$ cat src/hw/rtl/hsvrgb_pkg.sv
// ----------------------------------------------------------------------------
// hsvrgb_pkg
// Shared types and constants for the integer HSV to RGB converter.
// ----------------------------------------------------------------------------
package hsvrgb_pkg;

  // Hue regions, each spanning a sixth of the color circle.
  typedef enum logic [2:0] {
    HUE_RED_YEL = 3'd0,
    HUE_YEL_GRN = 3'd1,
    HUE_GRN_CYN = 3'd2,
    HUE_CYN_BLU = 3'd3,
    HUE_BLU_MAG = 3'd4,
    HUE_MAG_RED = 3'd5
  } region_t;

  // Configuration register indexes.
  localparam int unsigned CFG_INDEX_W = 2;
  localparam logic [CFG_INDEX_W-1:0] CFG_SATURATION = 2'd0;
  localparam logic [CFG_INDEX_W-1:0] CFG_BRIGHTNESS = 2'd1;
  localparam int unsigned CFG_DATA_W = 8;

  // Reset values of the configuration registers.
  localparam logic [7:0] SATURATION_RESET = 8'd250;
  localparam logic [7:0] BRIGHTNESS_RESET = 8'd250;

  // Arithmetic constants.
  localparam logic [7:0] REGION_SPAN = 8'd43;
  localparam logic [7:0] REM_SCALE   = 8'd6;
  localparam logic [7:0] FULL_SCALE  = 8'd255;
  localparam int unsigned PROD_SHIFT = 8;

  // Current configuration.
  typedef struct packed {
    logic [7:0] saturation;
    logic [7:0] brightness;
  } cfg_t;

  // After the region split.
  typedef struct packed {
    region_t    region;
    logic [7:0] rem;
  } split_t;

  // After the first product stage.
  typedef struct packed {
    region_t    region;
    logic [7:0] sat_rem;
    logic [7:0] sat_inv;
    logic [7:0] p;
  } stage2_t;

  // After the second product stage.
  typedef struct packed {
    region_t    region;
    logic [7:0] p;
    logic [7:0] q;
    logic [7:0] t;
  } stage3_t;

endpackage

$ cat src/hw/rtl/hsvrgb_hue_if.sv
// ----------------------------------------------------------------------------
// hsvrgb_hue_if
// Input channel carrying one hue per beat.
// ----------------------------------------------------------------------------
interface hsvrgb_hue_if;
  logic       valid;
  logic       ready;
  logic [7:0] hue;

  modport source (output valid, output hue, input ready);
  modport sink (input valid, input hue, output ready);
endinterface

$ cat src/hw/rtl/hsvrgb_rgb_if.sv
// ----------------------------------------------------------------------------
// hsvrgb_rgb_if
// Output channel carrying one red, green, blue triple per beat.
// ----------------------------------------------------------------------------
interface hsvrgb_rgb_if;
  logic       valid;
  logic       ready;
  logic [7:0] red;
  logic [7:0] green;
  logic [7:0] blue;

  modport source (output valid, output red, output green, output blue, input ready);
  modport sink (input valid, input red, input green, input blue, output ready);
endinterface

$ cat src/hw/rtl/hsv_to_rgb_integer_unit.sv
// ----------------------------------------------------------------------------
// hsv_to_rgb_integer_unit
// Converts a stream of 8-bit hues to 8-bit red, green and blue using the
// configured saturation and brightness.
//
//   channel   dir   beat contents
//   hue_ch    in    hue[7:0]
//   rgb_ch    out   red[7:0], green[7:0], blue[7:0]
//   wr_*      in    wr_index[1:0], wr_data[7:0] (0: saturation, 1: brightness)
//
// Four register stages: region split, first products, second products and
// channel placement. One hue is taken every cycle unless rgb_ch stalls.
// Reset (rst, synchronous) empties the pipeline and sets both registers to
// 250. A stall on rgb_ch backs up stage by stage; a stage holds its beat
// until the stage after it has room, so bubbles are squeezed out.
// ----------------------------------------------------------------------------
module hsv_to_rgb_integer_unit (
  input  logic                                clk,
  input  logic                                rst,
  hsvrgb_hue_if.sink                          hue_ch,
  hsvrgb_rgb_if.source                        rgb_ch,
  input  logic                                wr_en,
  input  logic [hsvrgb_pkg::CFG_INDEX_W-1:0]  wr_index,
  input  logic [7:0]                          wr_data
);
  import hsvrgb_pkg::*;

  cfg_t    cfg;
  split_t  split_data;
  logic    split_valid;
  logic    split_ready;
  stage3_t s3_data;
  logic    s3_valid;
  logic    s3_ready;
  logic    out_ready;
  logic [7:0] red_next;
  logic [7:0] green_next;
  logic [7:0] blue_next;

  // Configuration registers.
  hsvrgb_cfg u_cfg (
    .clk      (clk),
    .rst      (rst),
    .wr_en    (wr_en),
    .wr_index (wr_index),
    .wr_data  (wr_data),
    .cfg      (cfg)
  );

  // Region split.
  hsvrgb_split u_split (
    .clk        (clk),
    .rst        (rst),
    .hue_ch     (hue_ch),
    .down_ready (split_ready),
    .down_valid (split_valid),
    .down_data  (split_data)
  );

  // Product stages.
  hsvrgb_prod u_prod (
    .clk        (clk),
    .rst        (rst),
    .cfg        (cfg),
    .up_valid   (split_valid),
    .up_ready   (split_ready),
    .up_data    (split_data),
    .down_ready (s3_ready),
    .down_valid (s3_valid),
    .down_data  (s3_data)
  );

  // Place v, p, q and t on the channels by region; grey when unsaturated.
  always_comb begin
    red_next   = cfg.brightness;
    green_next = cfg.brightness;
    blue_next  = cfg.brightness;
    if (cfg.saturation != 8'd0) begin
      unique case (s3_data.region)
        HUE_RED_YEL: begin
          red_next   = cfg.brightness;
          green_next = s3_data.t;
          blue_next  = s3_data.p;
        end
        HUE_YEL_GRN: begin
          red_next   = s3_data.q;
          green_next = cfg.brightness;
          blue_next  = s3_data.p;
        end
        HUE_GRN_CYN: begin
          red_next   = s3_data.p;
          green_next = cfg.brightness;
          blue_next  = s3_data.t;
        end
        HUE_CYN_BLU: begin
          red_next   = s3_data.p;
          green_next = s3_data.q;
          blue_next  = cfg.brightness;
        end
        HUE_BLU_MAG: begin
          red_next   = s3_data.t;
          green_next = s3_data.p;
          blue_next  = cfg.brightness;
        end
        default: begin
          red_next   = cfg.brightness;
          green_next = s3_data.p;
          blue_next  = s3_data.q;
        end
      endcase
    end
  end

  // Output register.
  assign out_ready = !rgb_ch.valid || rgb_ch.ready;
  assign s3_ready  = out_ready;

  always_ff @(posedge clk) begin
    if (rst) begin
      rgb_ch.valid <= 1'b0;
    end else if (out_ready) begin
      rgb_ch.valid <= s3_valid;
    end
  end

  always_ff @(posedge clk) begin
    if (out_ready && s3_valid) begin
      rgb_ch.red   <= red_next;
      rgb_ch.green <= green_next;
      rgb_ch.blue  <= blue_next;
    end
  end

endmodule

$ cat src/hw/rtl/hsvrgb_cfg.sv
// ----------------------------------------------------------------------------
// hsvrgb_cfg
// Saturation and brightness registers behind a simple write port.
// ----------------------------------------------------------------------------
module hsvrgb_cfg (
  input  logic                                  clk,
  input  logic                                  rst,
  input  logic                                  wr_en,
  input  logic [hsvrgb_pkg::CFG_INDEX_W-1:0]    wr_index,
  input  logic [hsvrgb_pkg::CFG_DATA_W-1:0]     wr_data,
  output hsvrgb_pkg::cfg_t                      cfg
);
  import hsvrgb_pkg::*;

  // Writes to indexes beyond the register list are dropped.
  always_ff @(posedge clk) begin
    if (rst) begin
      cfg.saturation <= SATURATION_RESET;
      cfg.brightness <= BRIGHTNESS_RESET;
    end else if (wr_en) begin
      if (wr_index == CFG_SATURATION) begin
        cfg.saturation <= wr_data[7:0];
      end else if (wr_index == CFG_BRIGHTNESS) begin
        cfg.brightness <= wr_data[7:0];
      end
    end
  end

endmodule

$ cat src/hw/rtl/hsvrgb_split.sv
// ----------------------------------------------------------------------------
// hsvrgb_split
// First pipeline stage: splits the hue into a region and a scaled remainder.
// ----------------------------------------------------------------------------
module hsvrgb_split (
  input  logic                 clk,
  input  logic                 rst,
  hsvrgb_hue_if.sink           hue_ch,
  input  logic                 down_ready,
  output logic                 down_valid,
  output hsvrgb_pkg::split_t   down_data
);
  import hsvrgb_pkg::*;

  region_t    region;
  logic [7:0] base;
  logic [5:0] rem_raw;
  logic [7:0] rem_scaled;
  logic       stage_ready;

  // Division by the region span as a compare ladder on the region bounds.
  always_comb begin
    priority if (hue_ch.hue >= 8'(5 * REGION_SPAN)) begin
      region = HUE_MAG_RED;
    end else if (hue_ch.hue >= 8'(4 * REGION_SPAN)) begin
      region = HUE_BLU_MAG;
    end else if (hue_ch.hue >= 8'(3 * REGION_SPAN)) begin
      region = HUE_CYN_BLU;
    end else if (hue_ch.hue >= 8'(2 * REGION_SPAN)) begin
      region = HUE_GRN_CYN;
    end else if (hue_ch.hue >= REGION_SPAN) begin
      region = HUE_YEL_GRN;
    end else begin
      region = HUE_RED_YEL;
    end
  end

  // Remainder within the region (at most 42), scaled by six.
  always_comb begin
    base       = 8'({5'd0, region} * REGION_SPAN);
    rem_raw    = 6'(hue_ch.hue - base);
    rem_scaled = 8'({2'd0, rem_raw} * REM_SCALE);
  end

  assign stage_ready  = !down_valid || down_ready;
  assign hue_ch.ready = stage_ready;

  // Stage register with its valid bit.
  always_ff @(posedge clk) begin
    if (rst) begin
      down_valid <= 1'b0;
    end else if (stage_ready) begin
      down_valid <= hue_ch.valid;
    end
  end

  always_ff @(posedge clk) begin
    if (stage_ready && hue_ch.valid) begin
      down_data.region <= region;
      down_data.rem    <= rem_scaled;
    end
  end

endmodule

$ cat src/hw/rtl/hsvrgb_prod.sv
// ----------------------------------------------------------------------------
// hsvrgb_prod
// Second and third pipeline stages: the scaled products p, q and t.
// ----------------------------------------------------------------------------
module hsvrgb_prod (
  input  logic                 clk,
  input  logic                 rst,
  input  hsvrgb_pkg::cfg_t     cfg,
  input  logic                 up_valid,
  output logic                 up_ready,
  input  hsvrgb_pkg::split_t   up_data,
  input  logic                 down_ready,
  output logic                 down_valid,
  output hsvrgb_pkg::stage3_t  down_data
);
  import hsvrgb_pkg::*;

  stage2_t     s2_data;
  logic        s2_valid;
  logic        s2_ready;
  logic        s3_ready;
  logic [15:0] prod_sr;
  logic [15:0] prod_si;
  logic [15:0] prod_p;
  logic [15:0] prod_q;
  logic [15:0] prod_t;

  // First products: s*rem, s*(255-rem) and v*(255-s).
  always_comb begin
    prod_sr = {8'd0, cfg.saturation} * {8'd0, up_data.rem};
    prod_si = {8'd0, cfg.saturation} * {8'd0, 8'(FULL_SCALE - up_data.rem)};
    prod_p  = {8'd0, cfg.brightness} * {8'd0, 8'(FULL_SCALE - cfg.saturation)};
  end

  assign s2_ready = !s2_valid || s3_ready;
  assign up_ready = s2_ready;

  always_ff @(posedge clk) begin
    if (rst) begin
      s2_valid <= 1'b0;
    end else if (s2_ready) begin
      s2_valid <= up_valid;
    end
  end

  always_ff @(posedge clk) begin
    if (s2_ready && up_valid) begin
      s2_data.region  <= up_data.region;
      s2_data.sat_rem <= prod_sr[PROD_SHIFT +: 8];
      s2_data.sat_inv <= prod_si[PROD_SHIFT +: 8];
      s2_data.p       <= prod_p[PROD_SHIFT +: 8];
    end
  end

  // Second products: v*(255-a) and v*(255-b).
  always_comb begin
    prod_q = {8'd0, cfg.brightness} * {8'd0, 8'(FULL_SCALE - s2_data.sat_rem)};
    prod_t = {8'd0, cfg.brightness} * {8'd0, 8'(FULL_SCALE - s2_data.sat_inv)};
  end

  assign s3_ready = !down_valid || down_ready;

  always_ff @(posedge clk) begin
    if (rst) begin
      down_valid <= 1'b0;
    end else if (s3_ready) begin
      down_valid <= s2_valid;
    end
  end

  always_ff @(posedge clk) begin
    if (s3_ready && s2_valid) begin
      down_data.region <= s2_data.region;
      down_data.p      <= s2_data.p;
      down_data.q      <= prod_q[PROD_SHIFT +: 8];
      down_data.t      <= prod_t[PROD_SHIFT +: 8];
    end
  end

endmodule

$ cat src/flat_wrapper.sv
// flat-port wrapper written by rule: the top's interface ports become plain ports
module hsv_to_rgb_integer_unit_flat import hsvrgb_pkg::*;
  (clk, rst, wr_en, wr_index, wr_data, hue_ch_valid, hue_ch_hue, hue_ch_ready, rgb_ch_valid, rgb_ch_red, rgb_ch_green, rgb_ch_blue, rgb_ch_ready);
  hsvrgb_hue_if hue_ch_i ();
  hsvrgb_rgb_if rgb_ch_i ();
  input  logic clk;
  input  logic rst;
  input  logic wr_en;
  input  logic [hsvrgb_pkg::CFG_INDEX_W-1:0] wr_index;
  input  logic [7:0] wr_data;
  input wire logic [$bits(hue_ch_i.valid)-1:0] hue_ch_valid;
  input wire logic [$bits(hue_ch_i.hue)-1:0] hue_ch_hue;
  output wire logic [$bits(hue_ch_i.ready)-1:0] hue_ch_ready;
  output wire logic [$bits(rgb_ch_i.valid)-1:0] rgb_ch_valid;
  output wire logic [$bits(rgb_ch_i.red)-1:0] rgb_ch_red;
  output wire logic [$bits(rgb_ch_i.green)-1:0] rgb_ch_green;
  output wire logic [$bits(rgb_ch_i.blue)-1:0] rgb_ch_blue;
  input wire logic [$bits(rgb_ch_i.ready)-1:0] rgb_ch_ready;
  assign hue_ch_i.valid = hue_ch_valid;
  assign hue_ch_i.hue = hue_ch_hue;
  assign hue_ch_ready = hue_ch_i.ready;
  assign rgb_ch_valid = rgb_ch_i.valid;
  assign rgb_ch_red = rgb_ch_i.red;
  assign rgb_ch_green = rgb_ch_i.green;
  assign rgb_ch_blue = rgb_ch_i.blue;
  assign rgb_ch_i.ready = rgb_ch_ready;
  hsv_to_rgb_integer_unit u_core (.clk(clk), .rst(rst), .hue_ch(hue_ch_i), .rgb_ch(rgb_ch_i), .wr_en(wr_en), .wr_index(wr_index), .wr_data(wr_data));
endmodule
$ cat config.mk
export PLATFORM = sky130hd
export DESIGN_NAME = hsv_to_rgb_integer_unit_flat
export DESIGN_NICKNAME = d
export VERILOG_FILES = /design/src/hw/rtl/hsvrgb_pkg.sv /design/src/hw/rtl/hsvrgb_hue_if.sv /design/src/hw/rtl/hsvrgb_rgb_if.sv /design/src/hw/rtl/hsv_to_rgb_integer_unit.sv /design/src/hw/rtl/hsvrgb_cfg.sv /design/src/hw/rtl/hsvrgb_split.sv /design/src/hw/rtl/hsvrgb_prod.sv /design/src/flat_wrapper.sv
export SDC_FILE = /design/constraint.sdc
export NUM_CORES = 1
export LEC_CHECK = 0
export BUFFER_PORTS_ARGS = -buffer_cell sky130_fd_sc_hd__buf_2
export CAP_MARGIN = 20
export CELL_PAD_IN_SITES_DETAIL_PLACEMENT = 1
export CELL_PAD_IN_SITES_GLOBAL_PLACEMENT = 1
export CORE_ASPECT_RATIO = 0.8
export CORE_MARGIN = 3
export CORE_UTILIZATION = 45
export DETAILED_ROUTE_END_ITERATION = 7
export PLACE_DENSITY_LB_ADDON = 0.2
export RECOVER_POWER = 50
export SLEW_MARGIN = 10
export SYNTH_ARGS = -nofsm -noshare
export SYNTH_HDL_FRONTEND = slang
export SYNTH_SLANG_ARGS = --single-unit
$ cat constraint.sdc
create_clock -name clk -period 5.01 [get_ports clk]
set_clock_uncertainty 0.2 [all_clocks]
set_input_delay 0.2505 -clock clk [delete_from_list [all_inputs] [get_ports clk]]
set_output_delay 0.2505 -clock clk [all_outputs]
set_load 0.01 [all_outputs]
==> metrics.sh, run 1 <==
ROUTE.DETAILED.DRC=0
WORST_SKEW_PAIR.LATE_LATENCY_NS=0.38
INITIAL_UTILIZATION_PCT=46.1
MAXIMUM_CAPACITANCE_VIOLATIONS=1
YS_DOMINANT_REG_CELL='sky130_fd_sc_hd__edfxtp_1'
DETAILEDROUTE.FIRSTPASSITERATIONCOUNT=5
SYNTHDOMINANTCELLAREASHARE_PCT=24.4
PATH_CLASS='reg -> reg'
GP_CONGESTION=0.838
FINALSETUPVIOLCOUNT=0
AREA_INSIDE_THE_CORE_BOUNDARY_UM2=30600
ROOT_BUFFER='sky130_fd_sc_hd__clkbuf_16'
MIN_PATH_CELLS=4
CTS_BUFFER_DEPTH=2
GRT_OVERFLOW=0
CP.BUFFERS_INVERTERS=1
SLEW-LIMIT-HEADROOM_PCT=-1.12
HOLD_PATH_STARTPOINT='rgb_ch_ready'
PATH_CELLS='nand2b_4 -> fa_1 -> fa_1 -> inv_2 -> fa_1 -> fa_1 -> ha_4 -> a2111oi_4 -> o31ai_2 -> o211a_1 -> o31a_1 -> o41a_1 -> a21oi_2 -> xnor2_1'
TIMING.CRITICAL_PATH.MAX_DELAY_FAMILY='adder cells'
INITIAL_ANTENNA_VIOLATION_COUNT=1
DR_TOTAL_VIAS=10400
TRITONCTS.NUM_BUFFERS=9
DETAILED_PLACE.AREA_UM2=15200
WORST_SETUP_PATH_START_KIND='flip-flop'
DRV_SLEW=28
YS.WARNINGS.COUNT=0
YOSYS-TOP-CELLS-COUNT='241 x sky130_fd_sc_hd__inv_1, 177 x sky130_fd_sc_hd__ha_1, 172 x sky130_fd_sc_hd__fa_1'
NUMBER_OF_DRC_MARKERS_IN_ITERATION_0=407
UPPER_CLOCK_FREQUENCY_LIMIT_GHz=0.203
SYNTHDOMINANTAREACELLTYPE='sky130_fd_sc_hd__fa_1'
NUMBER_OF_GLOBAL_ROUTE_VIAS_BEFORE_REPAIR=11500
WORST_R2R_ENDPOINT='u_core.u_prod.down_data[15]$_DFFE_PP_'
SYN_NETS=1843
DP_HPWL_UM=29800
FINAL_LAYOUT_SIZE_SUFFIX_GT1_SHARE_PCT=10.0
FIN_AREA_UM2=15900
WHS_ENDPOINT='u_core.rgb_ch.valid$_SDFFE_PP0P_'
PART_OF_THE_YOSYS_AREA_USED_FOR_SEQUENTIAL_ELEMENTS_PCT=21.6
FINALCOREUTILIZATION_PCT=51.9
ROUTE.FINAL.WIRE_LENGTH_UM=38000
YS_TOP_CELLS_BY_AREA='sky130_fd_sc_hd__fa_1 24%, sky130_fd_sc_hd__edfxtp_1 19%, sky130_fd_sc_hd__ha_1 16%, sky130_fd_sc_hd__inv_1 6.4%, sky130_fd_sc_hd__nor2b_1 5.6%'
CTS_NUM_SINKS=108
CRITICAL_PATH_ARRIVAL_NS=4.85
PATH_COMMON_CELL='sky130_fd_sc_hd__fa_1'
ANTENNA-DIODE-COUNT=0
CRIT_PATH_MAX_INCR_DELAY_NS=0.58
AREA_GROWTH_PCT=12.4
CTS.REPORTEDPATHS.CLKPINSLEW_NS=0.08
MIN_PATH_TYPE='in -> reg'
DRT.ANTENNA.VIOLATING_NETS=0
SYNTHESIS.AREA_PER_INSTANCE_UM2=9.59
STATUS='complete, but fails checks'
PIN_COUNT_OF_THE_BIGGEST_NET_ENTERING_GLOBAL_ROUTING=28
AVGVIACOUNTPERCELL=5.25
NUMBER_OF_STANDARD_CELLS_AFTER_SYNTHESIS=1471
YOSYSUNIQUECELLTYPES=62
DIEWIDTH_UM=204
CRITPATHMAXFANOUT=2
LAYOUT.NETS=1931
FINAL_PERIOD_MINUS_WORST_SETUP_SLACK_NS=4.93
CRITICAL_PATH_TOP_DELAY_CELL='sky130_fd_sc_hd__fa_1'
SYNTHARSTFLOPSHARE_PCT=0
GRT_SETUP_UNREPAIRED='yes'
TOTALNEGATIVESETUPSLACK_NS=0
DATA_REQUIRED_TIME_OF_THE_WORST_PATH_NS=4.93
SYNTH_ENABLE_FLOP_CELLS=88
POST_SYNTH_INSTANCE_AREA_UM2=14100
GRT.TOTAL_USAGE_PCT=23.4
TRITONCTS='yes'
GRT_PASS1_WL_UM=61500
DIE_HEIGHT_UM=164
HTREEDEPTH=3
TIMING.REG2REG.WORST_PATH_DEPTH=14
BOUNDARYPINS=49
SLEW_AT_THE_PIN_WITH_THE_WORST_MAX_SLEW_SLACK_NS=1.52
CRITPATHCAPTURETYPE='flip-flop'
FIN_CRIT_SH_PCT=98.4
FINALHOLDVIOLATIONS=0
POSTSYNTHREGISTERBITS=108
FAILING_CHECKS='capacitance limit, slew limit'
REG2REG_FROM='u_core.u_prod.s2_data[23]$_DFFE_PP_'
DIE-AREA_UM2=33500
PORT_BUFFERS=48
WORST-R2R-SETUP-SLACK_NS=0.08
STD_CELL_ROWS=57
MOST_FREQUENTLY_USED_CELL_TYPE_IN_THE_POST_SYNTHESIS_NETLIST='sky130_fd_sc_hd__inv_1'
WIRE_PER_INST_UM=19.2
==> state kept, by name, summed over array words and instances, names as in the netlist, 8 cells and up <==
register	cells
u_core.u_split.down_data	10
u_core.u_prod.s2_data	27
u_core.rgb_ch.blue	8
u_core.u_cfg.cfg	16
u_core.rgb_ch.green	8
u_core.rgb_ch.red	8
u_core.u_prod.down_data	27
==> worst max path at each step <==
stage                                             to                                 from  cells after the start  slack [ns]
3_3_place_gp      u_core.u_prod.s2_data[7]$_DFFE_PP_     u_core.u_cfg.cfg[3]$_SDFFE_PP1P_                     16        0.07
3_5_place_dp      u_core.u_prod.s2_data[5]$_DFFE_PP_     u_core.u_cfg.cfg[3]$_SDFFE_PP1P_                     19       -0.07
6_report       u_core.u_prod.down_data[15]$_DFFE_PP_  u_core.u_prod.s2_data[23]$_DFFE_PP_                     14        0.08
5_1_grt           u_core.u_prod.s2_data[7]$_DFFE_PP_     u_core.u_cfg.cfg[6]$_SDFFE_PP1P_                     14       -0.08
4_1_cts           u_core.u_prod.s2_data[5]$_DFFE_PP_     u_core.u_cfg.cfg[4]$_SDFFE_PP1P_                     17       0.008
2_1_floorplan     u_core.u_prod.s2_data[7]$_DFFE_PP_     u_core.u_cfg.cfg[4]$_SDFFE_PP1P_                     19        0.02
==> stage by stage <==
stage / hold WS (ns) / worst slack (ns) / std cells
floorplan: 0.168 / 0.0174 / 1471
global placement: 0.201 / 0.0663 / 1938
detailed placement: 0.205 / -0.0698 / 1939
CTS: 0.0246 / 0.00828 / 1967
global route: 0.0188 / -0.0781 / 1977
finish: 0.0203 / 0.0805 / 1977
==> tightest hold or removal path, cell delays in order <==
cell	delay [ns]
sky130_fd_sc_hd__buf_2	0.07
sky130_fd_sc_hd__nor2b_1	0.07
sky130_fd_sc_hd__nor2_1	0.09
sky130_fd_sc_hd__nor2_1	0.05
==> area by class of cell <==
cell class                      count  area [µm²]
Clock buffer                        9         225
Clock inverter                      7         103
Fill cell                        3482       14700
Inverter                          243         912
Multi-Input combinational cell   1058       10100
Sequential cell                   108        3060
Tap cell                          413         517
Timing Repair Buffer              139         976
==> cell families (layout without fill, tap and decap cells) <==
family | Yosys count | count (layout) | share of synthesized area [%]
compound gates | 194 | 194 | 9.21
xor+xnor | 49 | 49 | 3.04
fa+ha+maj | 349 | 349 | 40.1
buf+inv | 305 | 398 | 8.12
flops | 108 | 108 | 21.6
mux | 3 | 3 | 0.213
simple gates | 463 | 463 | 17.8
==> cells in the final DEF (no fill, tap or decap), types with 6 or more instances in the layout <==
cell                            count
sky130_fd_sc_hd__nand2b_1         105
sky130_fd_sc_hd__a22oi_1            8
sky130_fd_sc_hd__a21o_1            12
sky130_fd_sc_hd__and2_1            19
sky130_fd_sc_hd__o22ai_1           24
sky130_fd_sc_hd__buf_4             70
sky130_fd_sc_hd__dfxtp_2            6
sky130_fd_sc_hd__a21oi_1           67
sky130_fd_sc_hd__o21ai_0            9
sky130_fd_sc_hd__o22a_1             8
sky130_fd_sc_hd__buf_2             17
sky130_fd_sc_hd__nand3b_1           8
sky130_fd_sc_hd__nor2_1            77
sky130_fd_sc_hd__edfxtp_1          88
sky130_fd_sc_hd__inv_1            238
sky130_fd_sc_hd__ha_1             173
sky130_fd_sc_hd__xor2_1            13
sky130_fd_sc_hd__o21ai_1            8
sky130_fd_sc_hd__dlygate4sd3_1      9
sky130_fd_sc_hd__xnor2_1           36
sky130_fd_sc_hd__clkbuf_16          9
sky130_fd_sc_hd__a211o_1            7
sky130_fd_sc_hd__nand2_1           77
sky130_fd_sc_hd__nor3_1            21
sky130_fd_sc_hd__o21bai_1           7
sky130_fd_sc_hd__clkbuf_1          33
sky130_fd_sc_hd__dfxtp_1           11
sky130_fd_sc_hd__nor2b_1          122
sky130_fd_sc_hd__o21a_1             7
sky130_fd_sc_hd__fa_1             170
==> timing repair <==
item,CTS,global route
hold buffers,9,0
setup buffers,3,8
gates resized for setup,6,45
hold endpoints to repair,17,0
setup endpoints to repair,4,19
pin swaps,1,19
==> metal layers <==
layer / part of all wire [%] / vias to the layer above / global-route usage [%]
met5: 0 / - / 0
met4: 1.5 / 0 / 4.00
met3: 2.8 / 42 / 2.58
met2: 49 / 159 / 41.2
met1: 46 / 5254 / 31.8
li1: - / 4929 / -
Power of run 1 is left out: the tool's default activity adds up to more than one toggle a clock period on the data nets, which glitch-free logic cannot reach.
==> run 2: changes to the inputs <==
--- a/config.mk
+++ b/config.mk
@@ -5,12 +5,13 @@
 export SDC_FILE = /design/constraint.sdc
 export NUM_CORES = 1
 export LEC_CHECK = 0
+export ABC_AREA = 1
 export BUFFER_PORTS_ARGS = -buffer_cell sky130_fd_sc_hd__buf_2
 export CAP_MARGIN = 20
 export CELL_PAD_IN_SITES_DETAIL_PLACEMENT = 1
 export CELL_PAD_IN_SITES_GLOBAL_PLACEMENT = 1
 export CORE_ASPECT_RATIO = 0.8
-export CORE_MARGIN = 3
+export CORE_MARGIN = 2
 export CORE_UTILIZATION = 45
 export DETAILED_ROUTE_END_ITERATION = 7
 export PLACE_DENSITY_LB_ADDON = 0.2
==> run 2 against run 1 <==
The flow still finishes with violations (capacitance limit, slew limit). Worst hold slack got worse by 0.013 ns. Register-to-register slack improved by 0.17 ns. Wire length increased by 11%. Count of clock-buffer cells in the layout unchanged. Utilization decreased by 1.8 points. Worst setup slack improved by 0.17 ns. Area after synthesis increased by 1.4%. Die area decreased by 0.85%. First-iteration DRC count increased by 81%. Via count increased by 12%. Largest cell class unchanged.
==> metrics.sh, run 2 <==
SLEW_AT_THE_PIN_WITH_THE_WORST_MAX_SLEW_SLACK_NS=1.95  # was 1.52 ns
AVGVIACOUNTPERCELL=5.29  # was 5.25
PART_OF_THE_YOSYS_AREA_USED_FOR_SEQUENTIAL_ELEMENTS_PCT=21.3  # was 21.6%
MAXIMUM_CAPACITANCE_VIOLATIONS=1  # unchanged
DETAILEDROUTE.FIRSTPASSITERATIONCOUNT=5  # unchanged
CRITPATHMAXFANOUT=5  # was 2
AREA_INSIDE_THE_CORE_BOUNDARY_UM2=31400  # was 30600 µm²
GP_CONGESTION=0.942  # was 0.838
SYNTHESIS.AREA_PER_INSTANCE_UM2=8.42  # was 9.59 µm²
TOTALNEGATIVESETUPSLACK_NS=0  # unchanged
TIMING.REG2REG.WORST_PATH_DEPTH=18  # was 14
WORST_R2R_ENDPOINT='u_core.u_prod.s2_data[15]$_DFFE_PP_'  # was u_core.u_prod.down_data[15]$_DFFE_PP_
GRT_PASS1_WL_UM=69400  # was 61500 µm
WIRE_PER_INST_UM=19.2  # about the same
AREA_GROWTH_PCT=9.75  # was 12.4%
NUMBER_OF_STANDARD_CELLS_AFTER_SYNTHESIS=1700  # was 1471
YOSYS.AREA_SHARE.XOR_XNOR_PCT=2.69  # was 3.04%
NUM-FILL-CELLS=3825  # was 3482
WL_MET1_UM=20400  # was 17700 µm
FINALHOLDVIOLATIONS=0  # unchanged
MET2_WIRELENGTH_FROM_DETAILED_ROUTING_UM=18900  # was 18700 µm
CTS_NUM_SINKS=108  # unchanged
WHS_ENDPOINT='u_core.u_cfg.cfg[5]$_SDFFE_PP1P_'  # was u_core.rgb_ch.valid$_SDFFE_PP0P_
DP_HPWL_UM=35000  # was 29800 µm
DIE-AREA_UM2=33200  # was 33500 µm²
DRT.ANTENNA.VIOLATING_NETS=0  # unchanged
LAYOUT.NETS=2150  # was 1931
DIEWIDTH_UM=203  # was 204 µm
REG2REG_FROM='u_core.u_split.down_data[6]$_DFFE_PP_'  # was u_core.u_prod.s2_data[23]$_DFFE_PP_
SYNTHARSTFLOPSHARE_PCT=0  # unchanged
ROUTE.DETAILED.DRC=0  # unchanged
MIN_PATH_CELLS=3  # was 4
FINAL_LAYOUT_SIZE_SUFFIX_GT1_SHARE_PCT=7.91  # was 10.0%
GRT_OVERFLOW=0  # unchanged
PIN_COUNT_OF_THE_BIGGEST_NET_ENTERING_GLOBAL_ROUTING=28  # unchanged
INITIAL_ANTENNA_VIOLATION_COUNT=0  # was 1
HTREEDEPTH=3  # unchanged
MOST_FREQUENTLY_USED_CELL_TYPE_IN_THE_POST_SYNTHESIS_NETLIST='sky130_fd_sc_hd__inv_1'  # unchanged
STD_CELL_ROWS=58  # was 57
MOST-COMMON-LAYOUT-CELLS='359 x sky130_fd_sc_hd__inv_1, 331 x sky130_fd_sc_hd__nand2_1, 177 x sky130_fd_sc_hd__ha_1'  # was 238 x sky130_fd_sc_hd__inv_1, 173 x sky130_fd_sc_hd__ha_1, 170 x sky130_fd_sc_hd__fa_1
FINAL_PERIOD_MINUS_WORST_SETUP_SLACK_NS=4.76  # was 4.93 ns
POST_SYNTH_INSTANCE_AREA_UM2=14300  # was 14100 µm²
SYNTH_ENABLE_FLOP_CELLS=88  # unchanged
TOP_SIGNAL_LAYER_USED='met4'  # unchanged
YOSYSUNIQUECELLTYPES=51  # was 62
BOUNDARYPINS=49  # unchanged
YS_TOP_CELLS_BY_AREA='sky130_fd_sc_hd__fa_1 24%, sky130_fd_sc_hd__edfxtp_1 18%, sky130_fd_sc_hd__ha_1 15%, sky130_fd_sc_hd__inv_1 9.5%, sky130_fd_sc_hd__nand2_1 8.7%'  # was sky130_fd_sc_hd__fa_1 24%, sky130_fd_sc_hd__edfxtp_1 19%, sky130_fd_sc_hd__ha_1 16%, sky130_fd_sc_hd__inv_1 6.4%, sky130_fd_sc_hd__nor2b_1 5.6%
NUMBER_OF_DRC_MARKERS_IN_ITERATION_0=735  # was 407
DOMINANT_COMBINATIONAL_CELL_FAMILY_BY_AREA_AFTER_SYNTHESIS='adder cells'  # unchanged
FINALSETUPVIOLCOUNT=0  # unchanged
MOSTFREQUENTLAYOUTCELL='sky130_fd_sc_hd__inv_1'  # unchanged
SYNTHDOMINANTCELLAREASHARE_PCT=24.1  # was 24.4%
SYNTH_SIMPLE_GATE_AREA_SHARE_PCT=16.2  # was 17.8%
POST_SYNTH_MUX_AREA_SHARE_PCT=0  # was 0.213%
INITIAL_UTILIZATION_PCT=45.6  # was 46.1%
CRITICAL_PATH_ARRIVAL_NS=4.66  # was 4.85 ns
YOSYS-TOP-CELLS-COUNT='361 x sky130_fd_sc_hd__inv_1, 331 x sky130_fd_sc_hd__nand2_1, 177 x sky130_fd_sc_hd__ha_1'  # was 241 x sky130_fd_sc_hd__inv_1, 177 x sky130_fd_sc_hd__ha_1, 172 x sky130_fd_sc_hd__fa_1
DATA_REQUIRED_TIME_OF_THE_WORST_PATH_NS=4.91  # was 4.93 ns
ROUTE.FINAL.WIRE_LENGTH_UM=42300  # was 38000 µm
SLEW-LIMIT-HEADROOM_PCT=-29.8  # was -1.12%
SYNTH_COMPOUND_AREA_SHARE_PCT=8.73  # was 9.21%
CRITPATHCAPTURETYPE='flip-flop'  # unchanged
CTS.REPORTEDPATHS.CLKPINSLEW_NS=0.09  # was 0.08 ns
WORST_SETUP_PATH_START_KIND='flip-flop'  # unchanged
ROOT_BUFFER='sky130_fd_sc_hd__clkbuf_16'  # unchanged
GRT_SETUP_UNREPAIRED='no'  # was yes
NUMBER_OF_GLOBAL_ROUTE_VIAS_BEFORE_REPAIR=12700  # was 11500
MET3_LENGTH_UM=2280  # was 1060 µm
TRITONCTS='yes'  # unchanged
MIN_PATH_TYPE='in -> reg'  # unchanged
SYNTHADDERAREAFRAC_PCT=39.5  # was 40.1%
FAILING_CHECKS='capacitance limit, slew limit'  # unchanged
ANTENNA-DIODE-COUNT=0  # unchanged
TOP_REGISTERS='u_core.u_prod.down_data x27, u_core.u_prod.s2_data x27, u_core.u_cfg.cfg x16'  # unchanged
YS.WARNINGS.COUNT=0  # unchanged
UPPER_CLOCK_FREQUENCY_LIMIT_GHz=0.210  # was 0.203 GHz
TRITONCTS.NUM_BUFFERS=9  # unchanged
FIN_CRIT_SH_PCT=94.9  # was 98.4%
WORST-R2R-SETUP-SLACK_NS=0.25  # was 0.08 ns
STATUS='complete, but fails checks'  # unchanged
DIE_HEIGHT_UM=163  # was 164 µm
DR_TOTAL_VIAS=11700  # was 10400
SYNTHDOMINANTAREACELLTYPE='sky130_fd_sc_hd__fa_1'  # unchanged
DRV_SLEW=28  # unchanged
CTS_BUFFER_DEPTH=2  # unchanged
SYN_NETS=2072  # was 1843
WORST_SKEW_PAIR.LATE_LATENCY_NS=0.37  # was 0.38 ns
GRT.TOTAL_USAGE_PCT=27.0  # was 23.4%
HOLD_PATH_STARTPOINT='wr_data[5]'  # was rgb_ch_ready
YS_DOMINANT_REG_CELL='sky130_fd_sc_hd__edfxtp_1'  # unchanged
POSTSYNTHREGISTERBITS=108  # unchanged
PATH_CLASS='reg -> reg'  # unchanged
PORT_BUFFERS=48  # unchanged
-- run 2: cell types whose count changed after synthesis, moves of 39 or more --
cell | previous run | this run
sky130_fd_sc_hd__nand2_1 | 77 | 331
sky130_fd_sc_hd__nor2_1 | 77 | 163
sky130_fd_sc_hd__inv_1 | 241 | 361
sky130_fd_sc_hd__nand2b_1 | 108 | 0
sky130_fd_sc_hd__o21ai_0 | 10 | 49
sky130_fd_sc_hd__nor2b_1 | 126 | 0
-- run 2: worst max path at each step --
stage | startpoint | cells past startpoint | slack (ns) | end
6_report | u_core.u_split.down_data[6]$_DFFE_PP_ | 18 | 0.25 | u_core.u_prod.s2_data[15]$_DFFE_PP_
2_1_floorplan | u_core.u_cfg.cfg[11]$_SDFFE_PP1P_ | 20 | 0.34 | u_core.u_prod.s2_data[14]$_DFFE_PP_
5_1_grt | u_core.u_cfg.cfg[6]$_SDFFE_PP1P_ | 17 | 0.007 | u_core.u_prod.down_data[6]$_DFFE_PP_
4_1_cts | u_core.u_cfg.cfg[13]$_SDFFE_PP1P_ | 17 | 0.04 | u_core.u_prod.s2_data[15]$_DFFE_PP_
3_5_place_dp | u_core.u_cfg.cfg[13]$_SDFFE_PP1P_ | 17 | 0.13 | u_core.u_prod.s2_data[15]$_DFFE_PP_
3_3_place_gp | u_core.u_cfg.cfg[13]$_SDFFE_PP1P_ | 17 | 0.13 | u_core.u_prod.s2_data[15]$_DFFE_PP_
-- run 2: cell type report --
type / instances / area (µm²) / share of cell area (%)
Clock buffer: 9 / 225 / 1.43
Inverter: 376 / 1440 / 9.14
Timing Repair Buffer: 117 / 758 / 4.83
Sequential cell: 108 / 3050 / 19.4
Clock inverter: 7 / 86.3 / 0.550
Tap cell: 420 / 526 / 3.35
Multi-Input combinational cell: 1166 / 9620 / 61.3
-- run 2: cells by family (layout without fill, tap and decap cells) --
family | Yosys count | after routing
AOI/OAI and AO/OA | 208 | 208
DFF | 108 | 108
adders and majority gates | 349 | 349
xor gates and xnor gates | 44 | 44
buffers and inverters | 426 | 509
and+or+nand+nor | 565 | 565
-- run 2: repair_timing --
action                     4_1_cts  5_1_grt
hold buffers                     8        0
hold endpoints to repair        11        0
gates resized for setup          0       15
buffers inserted                 0        5
setup endpoints to repair        0       12
-- run 2: routing by layer --
layer | global-route usage, % | vias up
li1 | - | 5476
met1 | 38.8 | 5854
met2 | 43.3 | 277
met3 | 3.85 | 47
met4 | 6.44 | 0
met5 | 0 | -
-- run 2: worst max-delay path, stage by stage, from the launching register on --
cell and delay, ns:
sky130_fd_sc_hd__edfxtp_1 0.46, sky130_fd_sc_hd__inv_1 0.17, sky130_fd_sc_hd__nand2_1 0.10, sky130_fd_sc_hd__fa_1 0.51, sky130_fd_sc_hd__fa_1 0.52, sky130_fd_sc_hd__inv_1 0.05
sky130_fd_sc_hd__fa_1 0.48, sky130_fd_sc_hd__inv_1 0.05, sky130_fd_sc_hd__fa_1 0.47, sky130_fd_sc_hd__inv_1 0.05, sky130_fd_sc_hd__ha_1 0.31, sky130_fd_sc_hd__nand2_1 0.08
sky130_fd_sc_hd__nor2_1 0.04, sky130_fd_sc_hd__a211oi_1 0.15, sky130_fd_sc_hd__o21ai_0 0.18, sky130_fd_sc_hd__nand2_1 0.10, sky130_fd_sc_hd__nand2_1 0.11, sky130_fd_sc_hd__a21oi_1 0.30
sky130_fd_sc_hd__xor2_2 0.16
-- run 2: stage by stage --
| stage | utilization [%] | std cells | hold slack [ns] | instance area [µm²] | setup WS, ns |
|---|---|---|---|---|---|
| 2_1_floorplan | - | 1700 | 0.120 | 14300 | 0.340 |
| 3_3_place_gp | 48.8 | 2174 | 0.204 | 15300 | 0.133 |
| 3_5_place_dp | 48.8 | 2174 | 0.206 | 15300 | 0.134 |
| 4_1_cts | 50.0 | 2198 | 0.00274 | 15700 | 0.0435 |
| 5_1_grt | 50.1 | 2203 | 0.0276 | 15700 | 0.00722 |
| 6_report | 50.1 | 2203 | 0.00701 | 15700 | 0.254 |
Power of run 2 is left out for the same reason.
